<file path="src/sv/ipv4_header_parse_check_assert.svh">
// Assertion macros for the IPv4 header parse and check block.
// Included by the RTL files that carry concurrent checks; expects clk and rst_n in scope.
`ifndef IPV4_HEADER_PARSE_CHECK_ASSERT_SVH
`define IPV4_HEADER_PARSE_CHECK_ASSERT_SVH

`ifndef NO_ASSERTIONS
// Same-cycle implication, sampled on clk, off during reset
`define IPV4HP_ASSERT_NOW(label, ante, cons) \
  label: assert property (@(posedge clk) disable iff (!rst_n) (ante) |-> (cons)) \
    else $error("ipv4hp check failed");
// Next-cycle implication, sampled on clk, off during reset
`define IPV4HP_ASSERT_NEXT(label, ante, cons) \
  label: assert property (@(posedge clk) disable iff (!rst_n) (ante) |=> (cons)) \
    else $error("ipv4hp check failed");
`else
`define IPV4HP_ASSERT_NOW(label, ante, cons)
`define IPV4HP_ASSERT_NEXT(label, ante, cons)
`endif

`endif

</file>
<file path="src/sv/ipv4hp_pkg.sv">
// Shared types and constants for the IPv4 header parse and check block.
// No dependencies; used by the channel interfaces and the top level.
`default_nettype none

package ipv4hp_pkg;

  // Result status codes, in check order
  typedef enum logic [2:0] {
    ST_OK        = 3'd0,
    ST_SHORT     = 3'd1,
    ST_VERSION   = 3'd2,
    ST_HDR_LEN   = 3'd3,
    ST_TOTAL_LEN = 3'd4
  } status_t;

  localparam logic [15:0] COUNT_MAX     = 16'hFFFF;
  localparam logic [15:0] MIN_HDR_BYTES = 16'd20;
  localparam logic [3:0]  MIN_IHL       = 4'd5;
  localparam logic [3:0]  IP_VERSION    = 4'd4;
  localparam logic [16:0] SUM_ALL_ONES  = 17'h0FFFF;

endpackage

`default_nettype wire

</file>
<file path="src/sv/ipv4hp_if.sv">
// Valid/ready channel interfaces for the IPv4 header parse and check block.
// Depends on ipv4hp_pkg for the status type.
`default_nettype none

// Byte stream in: one captured byte per transfer
interface ipv4hp_in_if;
  logic       valid;
  logic       ready;
  logic [7:0] byte_in;
  logic       last;

  modport source (output valid, output byte_in, output last, input ready);
  modport sink   (input valid, input byte_in, input last, output ready);
endinterface

// Parse result out: one transfer per datagram
interface ipv4hp_out_if;
  logic                 valid;
  logic                 ready;
  ipv4hp_pkg::status_t  status;
  logic [3:0]           version;
  logic [3:0]           header_words;
  logic [7:0]           time_to_live;
  logic [7:0]           protocol_number;
  logic [15:0]          datagram_length;
  logic [2:0]           frag_flags;
  logic [12:0]          frag_offset;
  logic                 checksum_ok;
  logic [31:0]          source_addr;
  logic [31:0]          dest_addr;
  logic [15:0]          payload_length;

  modport source (
    output valid, output status, output version, output header_words,
    output time_to_live, output protocol_number, output datagram_length,
    output frag_flags, output frag_offset, output checksum_ok,
    output source_addr, output dest_addr, output payload_length,
    input ready
  );
  modport sink (
    input valid, input status, input version, input header_words,
    input time_to_live, input protocol_number, input datagram_length,
    input frag_flags, input frag_offset, input checksum_ok,
    input source_addr, input dest_addr, input payload_length,
    output ready
  );
endinterface

`default_nettype wire

</file>
<file path="src/sv/ipv4_header_parse_check.sv">
// IPv4 header parser with ones' complement header checksum check (top level).
// Depends on ipv4hp_pkg, ipv4hp_if.sv and ipv4_header_parse_check_assert.svh.
//
// Usage:
//   in_chan carries one captured datagram byte per transfer, in wire order, with
//   last set on the final captured byte. out_chan carries one result per
//   datagram: status, the latched header fields, checksum_ok and payload_length.
//   Fields other than status read zero when status is not ok.
// Timing:
//   Each byte lands in an input register, then one short update pass moves the
//   count, running sum and field latches. The result registers load as the last
//   byte leaves the input register. One byte per cycle is sustained unless a last
//   byte stalls; the single update pass on the per-datagram state sets the rate.
// Reset (synchronous, rst_n low): count, sum, latched fields and both valid
//   flags clear; the next byte is taken as byte 0 of a new datagram.
// Stall: while a result waits on out_chan, bytes that are not last keep
//   flowing. A last byte waits in the input register until the pending result
//   is transferred, and in_chan.ready drops behind it.
`default_nettype none

`include "ipv4_header_parse_check_assert.svh"

module ipv4_header_parse_check (
  input  wire           clk,
  input  wire           rst_n,
  ipv4hp_in_if.sink     in_chan,
  ipv4hp_out_if.source  out_chan
);

  // Input register
  logic        in_v_r;
  logic [7:0]  in_byte_r;
  logic        in_last_r;

  // Per-datagram state
  logic [15:0] cnt_r,   cnt_nxt;
  logic [20:0] sum_r,   sum_nxt;
  logic [7:0]  hold_r,  hold_nxt;
  logic [7:0]  first_r, first_nxt;
  logic [15:0] tlen_r,  tlen_nxt;
  logic [15:0] frag_r,  frag_nxt;
  logic [7:0]  ttl_r,   ttl_nxt;
  logic [7:0]  proto_r, proto_nxt;
  logic [31:0] src_r,   src_nxt;
  logic [31:0] dst_r,   dst_nxt;

  // Result register
  logic                out_v_r;
  ipv4hp_pkg::status_t st_r,   st_nxt;
  logic [3:0]          ver_r,  ver_nxt;
  logic [3:0]          ihl_r,  ihl_nxt;
  logic [7:0]          rttl_r, rttl_nxt;
  logic [7:0]          rpro_r, rpro_nxt;
  logic [15:0]         rlen_r, rlen_nxt;
  logic [2:0]          rflg_r, rflg_nxt;
  logic [12:0]         roff_r, roff_nxt;
  logic                rck_r,  rck_nxt;
  logic [31:0]         rsrc_r, rsrc_nxt;
  logic [31:0]         rdst_r, rdst_nxt;
  logic [15:0]         rpay_r, rpay_nxt;

  logic        proc_fire;
  logic [5:0]  hdr_bytes;
  logic [15:0] hdr_bytes_w;
  logic [16:0] fold1;
  logic [16:0] fold2;
  logic [15:0] eff_len;
  logic        stat_ok;

  // Process the held byte unless it is a last byte with a result still waiting
  assign proc_fire   = in_v_r && !(in_last_r && out_v_r && !out_chan.ready);
  assign in_chan.ready = !in_v_r || proc_fire;

  // Update the per-datagram state for the held byte
  always_comb begin
    first_nxt = first_r;
    hold_nxt  = hold_r;
    sum_nxt   = sum_r;
    tlen_nxt  = tlen_r;
    frag_nxt  = frag_r;
    ttl_nxt   = ttl_r;
    proto_nxt = proto_r;
    src_nxt   = src_r;
    dst_nxt   = dst_r;

    if (cnt_r == 16'd0) begin
      first_nxt = in_byte_r;
    end
    hdr_bytes   = {first_nxt[3:0], 2'b00};
    hdr_bytes_w = {10'd0, hdr_bytes};

    // Gather header words: even byte held, odd byte completes the word
    if (cnt_r < hdr_bytes_w) begin
      if (!cnt_r[0]) begin
        hold_nxt = in_byte_r;
      end else begin
        sum_nxt = sum_r + {5'd0, hold_r, in_byte_r};
      end
    end

    // Latch fixed header fields by byte position
    if (cnt_r == 16'd2 || cnt_r == 16'd3) begin
      tlen_nxt = {tlen_r[7:0], in_byte_r};
    end else if (cnt_r == 16'd6 || cnt_r == 16'd7) begin
      frag_nxt = {frag_r[7:0], in_byte_r};
    end else if (cnt_r == 16'd8) begin
      ttl_nxt = in_byte_r;
    end else if (cnt_r == 16'd9) begin
      proto_nxt = in_byte_r;
    end else if (cnt_r >= 16'd12 && cnt_r <= 16'd15) begin
      src_nxt = {src_r[23:0], in_byte_r};
    end else if (cnt_r >= 16'd16 && cnt_r <= 16'd19) begin
      dst_nxt = {dst_r[23:0], in_byte_r};
    end

    // Saturating byte count
    cnt_nxt = (cnt_r == ipv4hp_pkg::COUNT_MAX) ? cnt_r : cnt_r + 16'd1;
  end

  // Build the result from the updated state
  always_comb begin
    ver_nxt = first_nxt[7:4];
    ihl_nxt = first_nxt[3:0];

    if (cnt_nxt < ipv4hp_pkg::MIN_HDR_BYTES) begin
      st_nxt = ipv4hp_pkg::ST_SHORT;
    end else if (ver_nxt != ipv4hp_pkg::IP_VERSION) begin
      st_nxt = ipv4hp_pkg::ST_VERSION;
    end else if (ihl_nxt < ipv4hp_pkg::MIN_IHL || cnt_nxt < hdr_bytes_w) begin
      st_nxt = ipv4hp_pkg::ST_HDR_LEN;
    end else if (tlen_nxt < hdr_bytes_w) begin
      st_nxt = ipv4hp_pkg::ST_TOTAL_LEN;
    end else begin
      st_nxt = ipv4hp_pkg::ST_OK;
    end
    stat_ok = (st_nxt == ipv4hp_pkg::ST_OK);

    // Fold the running sum twice into 16 bits
    fold1   = {1'b0, sum_nxt[15:0]} + {12'd0, sum_nxt[20:16]};
    fold2   = {1'b0, fold1[15:0]} + {16'd0, fold1[16]};
    eff_len = (tlen_nxt < cnt_nxt) ? tlen_nxt : cnt_nxt;

    rck_nxt  = stat_ok && (fold2 == ipv4hp_pkg::SUM_ALL_ONES);
    rttl_nxt = stat_ok ? ttl_nxt : 8'd0;
    rpro_nxt = stat_ok ? proto_nxt : 8'd0;
    rlen_nxt = stat_ok ? tlen_nxt : 16'd0;
    rflg_nxt = stat_ok ? frag_nxt[15:13] : 3'd0;
    roff_nxt = stat_ok ? frag_nxt[12:0] : 13'd0;
    rsrc_nxt = stat_ok ? src_nxt : 32'd0;
    rdst_nxt = stat_ok ? dst_nxt : 32'd0;
    rpay_nxt = stat_ok ? (eff_len - hdr_bytes_w) : 16'd0;
    if (!stat_ok) begin
      ver_nxt = 4'd0;
      ihl_nxt = 4'd0;
    end
  end

  // Input register: take a byte whenever the slot is free or draining
  always_ff @(posedge clk) begin
    if (!rst_n) begin
      in_v_r <= 1'b0;
    end else if (in_chan.ready) begin
      in_v_r <= in_chan.valid;
    end
  end

  always_ff @(posedge clk) begin
    if (in_chan.ready && in_chan.valid) begin
      in_byte_r <= in_chan.byte_in;
      in_last_r <= in_chan.last;
    end
  end

  // Per-datagram state: advance on each processed byte, clear after the last
  always_ff @(posedge clk) begin
    if (!rst_n || (proc_fire && in_last_r)) begin
      cnt_r   <= '0;
      sum_r   <= '0;
      hold_r  <= '0;
      first_r <= '0;
      tlen_r  <= '0;
      frag_r  <= '0;
      ttl_r   <= '0;
      proto_r <= '0;
      src_r   <= '0;
      dst_r   <= '0;
    end else if (proc_fire) begin
      cnt_r   <= cnt_nxt;
      sum_r   <= sum_nxt;
      hold_r  <= hold_nxt;
      first_r <= first_nxt;
      tlen_r  <= tlen_nxt;
      frag_r  <= frag_nxt;
      ttl_r   <= ttl_nxt;
      proto_r <= proto_nxt;
      src_r   <= src_nxt;
      dst_r   <= dst_nxt;
    end
  end

  // Result valid: set on a processed last byte, drop on transfer
  always_ff @(posedge clk) begin
    if (!rst_n) begin
      out_v_r <= 1'b0;
    end else if (proc_fire && in_last_r) begin
      out_v_r <= 1'b1;
    end else if (out_chan.ready) begin
      out_v_r <= 1'b0;
    end
  end

  always_ff @(posedge clk) begin
    if (proc_fire && in_last_r) begin
      st_r   <= st_nxt;
      ver_r  <= ver_nxt;
      ihl_r  <= ihl_nxt;
      rttl_r <= rttl_nxt;
      rpro_r <= rpro_nxt;
      rlen_r <= rlen_nxt;
      rflg_r <= rflg_nxt;
      roff_r <= roff_nxt;
      rck_r  <= rck_nxt;
      rsrc_r <= rsrc_nxt;
      rdst_r <= rdst_nxt;
      rpay_r <= rpay_nxt;
    end
  end

  assign out_chan.valid           = out_v_r;
  assign out_chan.status          = st_r;
  assign out_chan.version         = ver_r;
  assign out_chan.header_words    = ihl_r;
  assign out_chan.time_to_live    = rttl_r;
  assign out_chan.protocol_number = rpro_r;
  assign out_chan.datagram_length = rlen_r;
  assign out_chan.frag_flags      = rflg_r;
  assign out_chan.frag_offset     = roff_r;
  assign out_chan.checksum_ok     = rck_r;
  assign out_chan.source_addr     = rsrc_r;
  assign out_chan.dest_addr       = rdst_r;
  assign out_chan.payload_length  = rpay_r;

  // A failed check leaves no checksum or payload length in the result
  `IPV4HP_ASSERT_NOW(a_fail_zeroes, out_v_r && st_r != ipv4hp_pkg::ST_OK, rpay_r == 16'd0 && !rck_r)
  // An ok result always has version 4 and at least five header words
  `IPV4HP_ASSERT_NOW(a_ok_fields, out_v_r && st_r == ipv4hp_pkg::ST_OK, ver_r == ipv4hp_pkg::IP_VERSION && ihl_r >= ipv4hp_pkg::MIN_IHL)
  // The byte count restarts after each datagram
  `IPV4HP_ASSERT_NEXT(a_count_clear, proc_fire && in_last_r, cnt_r == 16'd0 && sum_r == 21'd0)
  // A byte that is not last advances the count until saturation
  `IPV4HP_ASSERT_NEXT(a_count_step, proc_fire && !in_last_r && cnt_r != ipv4hp_pkg::COUNT_MAX, cnt_r == $past(cnt_r) + 16'd1)
  // A last byte stalls only behind a pending result
  `IPV4HP_ASSERT_NOW(a_stall_cause, in_v_r && !proc_fire, in_last_r && out_v_r)

endmodule

`default_nettype wire

</file>
<file path="src/flat_wrapper.sv">
// flat-port wrapper written by rule: the top's interface ports become plain ports
module ipv4_header_parse_check_flat 
  (clk, rst_n, in_chan_valid, in_chan_byte_in, in_chan_last, in_chan_ready, out_chan_valid, out_chan_status, out_chan_version, out_chan_header_words, out_chan_time_to_live, out_chan_protocol_number, out_chan_datagram_length, out_chan_frag_flags, out_chan_frag_offset, out_chan_checksum_ok, out_chan_source_addr, out_chan_dest_addr, out_chan_payload_length, out_chan_ready);
  ipv4hp_in_if in_chan_i ();
  ipv4hp_out_if out_chan_i ();
  input  wire clk;
  input  wire rst_n;
  input wire logic [$bits(in_chan_i.valid)-1:0] in_chan_valid;
  input wire logic [$bits(in_chan_i.byte_in)-1:0] in_chan_byte_in;
  input wire logic [$bits(in_chan_i.last)-1:0] in_chan_last;
  output wire logic [$bits(in_chan_i.ready)-1:0] in_chan_ready;
  output wire logic [$bits(out_chan_i.valid)-1:0] out_chan_valid;
  output wire logic [$bits(out_chan_i.status)-1:0] out_chan_status;
  output wire logic [$bits(out_chan_i.version)-1:0] out_chan_version;
  output wire logic [$bits(out_chan_i.header_words)-1:0] out_chan_header_words;
  output wire logic [$bits(out_chan_i.time_to_live)-1:0] out_chan_time_to_live;
  output wire logic [$bits(out_chan_i.protocol_number)-1:0] out_chan_protocol_number;
  output wire logic [$bits(out_chan_i.datagram_length)-1:0] out_chan_datagram_length;
  output wire logic [$bits(out_chan_i.frag_flags)-1:0] out_chan_frag_flags;
  output wire logic [$bits(out_chan_i.frag_offset)-1:0] out_chan_frag_offset;
  output wire logic [$bits(out_chan_i.checksum_ok)-1:0] out_chan_checksum_ok;
  output wire logic [$bits(out_chan_i.source_addr)-1:0] out_chan_source_addr;
  output wire logic [$bits(out_chan_i.dest_addr)-1:0] out_chan_dest_addr;
  output wire logic [$bits(out_chan_i.payload_length)-1:0] out_chan_payload_length;
  input wire logic [$bits(out_chan_i.ready)-1:0] out_chan_ready;
  assign in_chan_i.valid = in_chan_valid;
  assign in_chan_i.byte_in = in_chan_byte_in;
  assign in_chan_i.last = in_chan_last;
  assign in_chan_ready = in_chan_i.ready;
  assign out_chan_valid = out_chan_i.valid;
  assign out_chan_status = out_chan_i.status;
  assign out_chan_version = out_chan_i.version;
  assign out_chan_header_words = out_chan_i.header_words;
  assign out_chan_time_to_live = out_chan_i.time_to_live;
  assign out_chan_protocol_number = out_chan_i.protocol_number;
  assign out_chan_datagram_length = out_chan_i.datagram_length;
  assign out_chan_frag_flags = out_chan_i.frag_flags;
  assign out_chan_frag_offset = out_chan_i.frag_offset;
  assign out_chan_checksum_ok = out_chan_i.checksum_ok;
  assign out_chan_source_addr = out_chan_i.source_addr;
  assign out_chan_dest_addr = out_chan_i.dest_addr;
  assign out_chan_payload_length = out_chan_i.payload_length;
  assign out_chan_i.ready = out_chan_ready;
  ipv4_header_parse_check u_core (.clk(clk), .rst_n(rst_n), .in_chan(in_chan_i), .out_chan(out_chan_i));
endmodule
</file>
<file path="config.mk">
export PLATFORM = sky130hd
export DESIGN_NAME = ipv4_header_parse_check_flat
export DESIGN_NICKNAME = d
export VERILOG_FILES = /design/src/sv/ipv4hp_pkg.sv /design/src/sv/ipv4hp_if.sv /design/src/sv/ipv4_header_parse_check.sv /design/src/flat_wrapper.sv
export VERILOG_INCLUDE_DIRS = /design/src /design/src/sv
export SDC_FILE = /design/constraint.sdc
export NUM_CORES = 1
export LEC_CHECK = 0
export BUFFER_PORTS_ARGS = -buffer_cell sky130_fd_sc_hd__buf_2
export CORE_MARGIN = 2
export CORE_UTILIZATION = 50
export CTS_BUF_LIST = sky130_fd_sc_hd__clkbuf_8
export DETAILED_ROUTE_END_ITERATION = 8
export PLACE_DENSITY_LB_ADDON = 0.1
export SLEW_MARGIN = 20
export SYNTH_ARGS = -nofsm -noshare
export SYNTH_HDL_FRONTEND = slang
export SYNTH_SLANG_ARGS = --single-unit
</file>
<file path="constraint.sdc">
create_clock -name clk -period 13.9 [get_ports clk]
set_clock_uncertainty 0.2 [all_clocks]
set_input_delay 0 -clock clk [delete_from_list [all_inputs] [get_ports clk]]
set_output_delay 0 -clock clk [all_outputs]
set_load 0.01 [all_outputs]
</file>
==> flow_summary.yaml, run 1 <==
run_status:
  status: "finished clean"
finish:
  area_growth_pct: 14.7
  nets: 2005
  diodes: 0
  multi_input_area_sq_mm: 0.00753
  layout-drive-gt1-share: 0.146
  fill_cells: 2793
  regArea_sq_mm: 0.00782
  final_core_util: 0.579
die:
  die_w_um: 182
  coreArea_sq_mm: 0.0315
  rows: 65
  die_h_um: 182
  ios: 155
  dieArea_sq_mm: 0.0332
  start_util: 0.505
synth:
  synth-async-reset-ratio: 0
  ys_types: 80
  synth_warnings: 0
  netlist.area_leader.share: 0.281
  yosys.area.top_type: "edfxtp_1"
  synth_edf_count: 149
  ys_seq_elements: 316
  synth_seq_area_share: 0.492
  syn_area_sq_mm: 0.0159
  synthMuxAreaShare: 0.0358
  synth_fa_ha_area_frac: 0.0431
  synthSimpleGateAreaFrac: 0.215
  synth_top_family_by_area: "simple AND/OR/NAND/NOR gates"
  synth_common_cells: "422 x nand2_1, 233 x a21oi_1, 180 x nor2_1"
  netlist_instances: 1792
  synthFlopType: "dfxtp_1"
  synth.most_common_cell: "nand2_1"
  synth_area_leaders: "edfxtp_1 28%, dfxtp_1 21%, nand2_1 10%, a21oi_1 7.3%, nor2_1 4.2%"
  synth_xor_area_frac: 0.0308
  syn_area_per_cell_sq_um: 8.87
  synth_compound_area_frac: 0.145
sta:
  fmax_mhz: 132
  tightest_slew_ps: 1000
  setup_viol: 0
  finalHoldViolations: 0
  drv_slew: 0
  min_period_ps: 7570
  min_period_over_period: 0.544
  rsz0062_at_grt: "no"
  slew_headroom: 0.327
  final.setup.tns_ps: 0
clock_tree:
  clock-sinks: 316
  h-tree-depth: 2
  clkTransAtPathRegs_ps: 70
  cts_max_path_buffers: 3
  cts_tree: "built"
  cts_resized: 0
  root_buffer: "clkbuf_8"
  cts_buffers: 52
  clk_latency_ps: 590
setup_path:
  worst-path-max-fanout: 12
  crit_top_cell: "ha_1"
  slowest_delay_ps: 670
  crit_type: "reg2reg"
  cp_top_family: "compound AO/OA/AOI/OAI gates"
  cp-start-kind: "flip-flop"
  slowest_stage: "a21oi_1"
  endpoint_kind: "flip-flop"
  crit_arrival_ps: 7770
  critPathBufInv: 1
  required_ps: 14100
global_routing:
  grt.total_usage: 0.246
  grt_pass1_vias: 12296
  grt_start_max_net_pins: 94
  grt_pass1_wl_um: 66100
  grt_remaining_overflow: 0
  antenna_found_initial: 0
route:
  drt_iter0_markers: 1220
  dr_total_vias: 13360
  drt-total-wl_um: 41600
  routedWlPerCell_um: 17.4
  antenna_left: 0
  viasPerCell: 5.60
  first_pass_iters: 5
  drc: 0
pwr:
  peakVddDrop_mv: 0.0795
  p_leak_nw: 6.82
  p_per_area_mw_per_mm2: 114
min_path:
  min_path_type: "in2reg"
run:
  maxCapViolations: 0
placed_design:
  gp_congestion: 0.916
  port_buffers: 154
  place_hpwl_um: 26800
-- worst paths after layout --
check	from	to	slack [ps]	cells past startpoint
max	u_core.cnt_r[0]	u_core.out_chan.checksum_ok	6330	26
min	out_chan_ready	u_core.out_chan.valid	140	4
max reg2reg	u_core.cnt_r[0]	u_core.out_chan.checksum_ok	6330	26
min reg2reg	u_core.proto_r[5]	u_core.proto_r[5]	250	2
-- layer usage --
metal	wire length, um	up-vias	track usage	share of wire
met5	0	-	0	0
met1	18800	6238	0.348	0.45
li1	-	6563	-	-
met2	19000	478	0.392	0.46
met3	2710	81	0.0367	0.065
met4	1040	0	0.0777	0.025
-- through the flow --
step | cells | setup slack [ps] | instance area, sq um | hold slack, ps | total power, mW
floorplan | 1794 | 7600 | 15900 | -101 | 1.23
global placement | 2263 | 6770 | 16900 | -22.7 | 1.29
detailed placement | 2263 | 6450 | 16900 | -21.0 | 1.30
CTS | 2383 | 6460 | 18200 | 99.9 | 2.10
global route | 2384 | 5690 | 18200 | 158 | 2.18
finish | 2384 | 6330 | 18200 | 139 | 2.09
-- flip-flops by register name (all words and copies together), names as in the netlist, 13 cells and up --
signal / cells
u_core.out_chan.datagram_length: 16
u_core.out_chan.dest_addr: 32
u_core.src_r: 32
u_core.out_chan.frag_offset: 13
u_core.tlen_r: 16
u_core.frag_r: 16
u_core.sum_r: 21
u_core.cnt_r: 16
u_core.out_chan.source_addr: 32
u_core.out_chan.payload_length: 16
u_core.dst_r: 32
-- cell usage in the layout, fill, tap and decap left out, drive strengths merged, types with 8 or more instances in the layout --
cell type      n
a21o          10
a211oi        34
dlygate4sd3   23
inv           60
mux2i         54
and2          11
xnor2         33
nor2b          8
or2            9
dfxtp        167
nor3          21
nand2b         8
xor2          23
nand3         37
ha            50
clkbuf        61
o21ai         42
edfxtp       149
clkinv        15
a21oi        233
buf          177
a31oi          9
nand4         20
nor2         181
nor4          13
nand2        422
-- cell type report --
cell class | instances | share of cell area
clock buffers | 61 | 0.0460
well taps | 402 | 0.0276
multi-input cells | 1328 | 0.413
clock inverters | 36 | 0.0105
flip-flops and latches | 316 | 0.429
inverters | 41 | 0.00844
repair buffers | 200 | 0.0657
-- cell families (layout without fill, tap and decap cells) --
| group | Yosys count | count (layout) |
|---|---|---|
| other | 1 | 3 |
| and+or+nand+nor | 773 | 773 |
| DFF | 316 | 316 |
| muxes | 54 | 54 |
| AOI/OAI and AO/OA | 389 | 389 |
| buffers and inverters | 150 | 338 |
| xor gates and xnor gates | 56 | 56 |
| adders and majority gates | 53 | 53 |
-- report_power, final --
part | switching, mW | internal [mW]
clock | 0.380 | 0.420
sequential | 0.0132 | 0.986
combinational | 0.179 | 0.108
total | 0.572 | 1.51
-- tightest hold or removal path: cells and delay by family --
kind / cells / cell delay, ps
AO/OA/AOI/OAI: 1 / 190
buffers and inverters: 2 / 620
AND/OR/NAND/NOR: 1 / 70
-- what timing repair did --
item                      4_1_cts  5_1_grt
hold buffers                   23        0
buffers inserted                0        0
hold endpoints to repair       20        0
Note: power is estimated with default switching activity, not from simulation.
==> inputs of run 2 (changes only) <==
==> constraint.sdc (replaced) <==
create_clock -name clk -period 6.9 [get_ports clk]
set_clock_uncertainty 0.2 [all_clocks]
set_input_delay 0 -clock clk [delete_from_list [all_inputs] [get_ports clk]]
set_output_delay 0 -clock clk [all_outputs]
set_load 0.01 [all_outputs]
==> run 2 against run 1 <==
Net effect:
- critical path depth is 3 higher
- largest power group unchanged
- setup slack worse by 5800 ps
- critical endpoint unchanged
- sequential power is 100% higher
- clock-buffer cell count is 3 lower
==> flow_summary.yaml, run 2 (synthesis gave the netlist of run 1 again) <==
route:
  drt_iter0_markers: 1063
  dr_total_vias: 13464
  routedWlPerCell_um: 17.5
  drt-total-wl_um: 42100
  first_pass_iters: 5
  antenna_left: 0
  viasPerCell: 5.60
  drc: 0
clock_tree:
  cts_tree: "built"
  clk_latency_ps: 580
  clock-sinks: 316
  clkTransAtPathRegs_ps: 60
  cts_buffers: 52
  h-tree-depth: 2
  root_buffer: "clkbuf_8"
  cts_max_path_buffers: 3
setup_path:
  startpoint: "u_core.sum_r[0]"
  crit_top_cell: "ha_1"
  reg2reg_from: "u_core.sum_r[0]"
  rrSetupSlack_ps: 500
  endpoint_kind: "flip-flop"
  required_ps: 7100
  crit_type: "reg2reg"
  slowest_delay_ps: 410
  crit_arrival_ps: 6600
  worst-path-max-fanout: 7
  crit_end: "u_core.out_chan.checksum_ok"
  cp-start-kind: "flip-flop"
  slowest_stage: "fa_1"
  reg2reg_to: "u_core.out_chan.checksum_ok"
  reg2reg_depth: 29
pwr:
  intPower_mw: 3.03
  swShare: 0.274
  p_per_area_mw_per_mm2: 227
  peakVddDrop_mv: 0.159
  switchingPower_mw: 1.14
  pwr-share-seq: 0.482
  p_leak_nw: 6.91
  pwr-share-clk: 0.374
  pwr-share-comb: 0.143
sta:
  fin_ws_ps: 498
  drv_slew: 0
  setup_viol: 0
  rsz0062_at_grt: "no"
  final.setup.tns_ps: 0
  finalHoldViolations: 0
  tightest_slew_ps: 1110
  min_period_ps: 6400
  slew_headroom: 0.256
  min_period_over_period: 0.928
  fmax_mhz: 156
placed_design:
  place_hpwl_um: 27500
  port_buffers: 154
  dp_slack_ps: 203
  dp.cells: 2279
  gp_congestion: 0.884
die:
  die_w_um: 182
  die_h_um: 182
  dieArea_sq_mm: 0.0332
  coreArea_sq_mm: 0.0315
  rows: 65
  start_util: 0.505
  ios: 155
finish:
  final_core_util: 0.584
  layout-drive-gt1-share: 0.154
  fin_cells: 2404
  fill_cells: 2813
  diodes: 0
  mostFrequentLayoutCell: "nand2_1"
  nets: 2025
  area_growth_pct: 15.6
  final_cell_mix: "420 x nand2_1, 232 x a21oi_1, 176 x nor2_1, 167 x dfxtp_1, 154 x buf_2"
global_routing:
  grt_start_max_net_pins: 104
  grt_pass1_wl_um: 66700
  grt_pass1_vias: 12352
  use_met1: 0.347
  grt.busiest_layer: "met2"
  antenna_found_initial: 1
  grt_remaining_overflow: 0
  grt_util_met2: 0.390
  grt.total_usage: 0.250
  grt_use_met3: 0.0501
run_status:
  status: "finished clean"
run:
  maxCapViolations: 0
min_path:
  min_path_type: "reg2reg"
run 2: cell count changes in the layout (fill, tap and decap cells not counted), moves of 3 or more:
cell and delta:
clkbuf_8 -3, buf_4 +19, inv_1 +10, clkinv_1 -6
run 2: worst min-delay path by stage:
stage / slack [ps] / endpoint / depth (start not counted) / from
final: 250 / u_core.proto_r[4] / 2 / u_core.proto_r[4]
after global routing: 270 / u_core.proto_r[3] / 2 / u_core.proto_r[3]
after CTS: 260 / u_core.src_r[27] / 2 / u_core.src_r[27]
after detailed placement: -20 / u_core.in_byte_r[7] / 1 / in_chan_byte_in[7]
after global placement: -20 / u_core.in_byte_r[7] / 1 / in_chan_byte_in[7]
after floorplan: -100 / u_core.in_byte_r[0] / 0 / in_chan_byte_in[0]
run 2: critical path, delay by kind of cell (launching register included):
family / cells / cell delay [ps]
compound gates: 11 / 2380
xor+xnor: 2 / 260
fa+ha+maj: 6 / 1670
buf+inv: 1 / 50
flops: 1 / 350
simple gates: 9 / 1320
run 2: area by class of cell:
cell class,instances,area (sq um),area share
sequential,316,7820,0.425
multi-input combinational,1328,7550,0.411
timing repair buffer,220,1360,0.0739
clock buffer,58,798,0.0434
tap,402,503,0.0274
clock inverter,39,199,0.0108
inverter,41,154,0.00837
run 2: power groups by stage:
stage	Combinational [mW]	Clock (mW)	Sequential, mW
floorplan	0.418	0	2.06
global placement	0.561	0	2.05
detailed placement	0.574	0	2.05
CTS	0.587	1.60	2.01
global route	0.659	1.70	2.01
finish	0.598	1.56	2.01
run 2: through the flow:
stage / area (sq um) / hold slack (ps) / power (mW)
floorplan: 15900 / -101 / 2.47
global placement: 17100 / -21.4 / 2.61
detailed placement: 17100 / -20.8 / 2.62
CTS: 18300 / 255 / 4.20
global route: 18400 / 267 / 4.37
finish: 18400 / 254 / 4.17
run 2: routing by layer:
metal | vias up | wire length (um)
met5 | - | 18
met3 | 80 | 2790
met4 | 2 | 1160
met1 | 6340 | 18800
met2 | 439 | 19400
li1 | 6603 | -
run 2: repair_timing:
| action | in CTS | in global routing |
|---|---|---|
| hold buffers | 24 | 0 |
| setup endpoints to repair | 0 | 1 |
| buffers inserted | 0 | 3 |
| resized for setup | 0 | 5 |
| hold endpoints to repair | 66 | 0 |
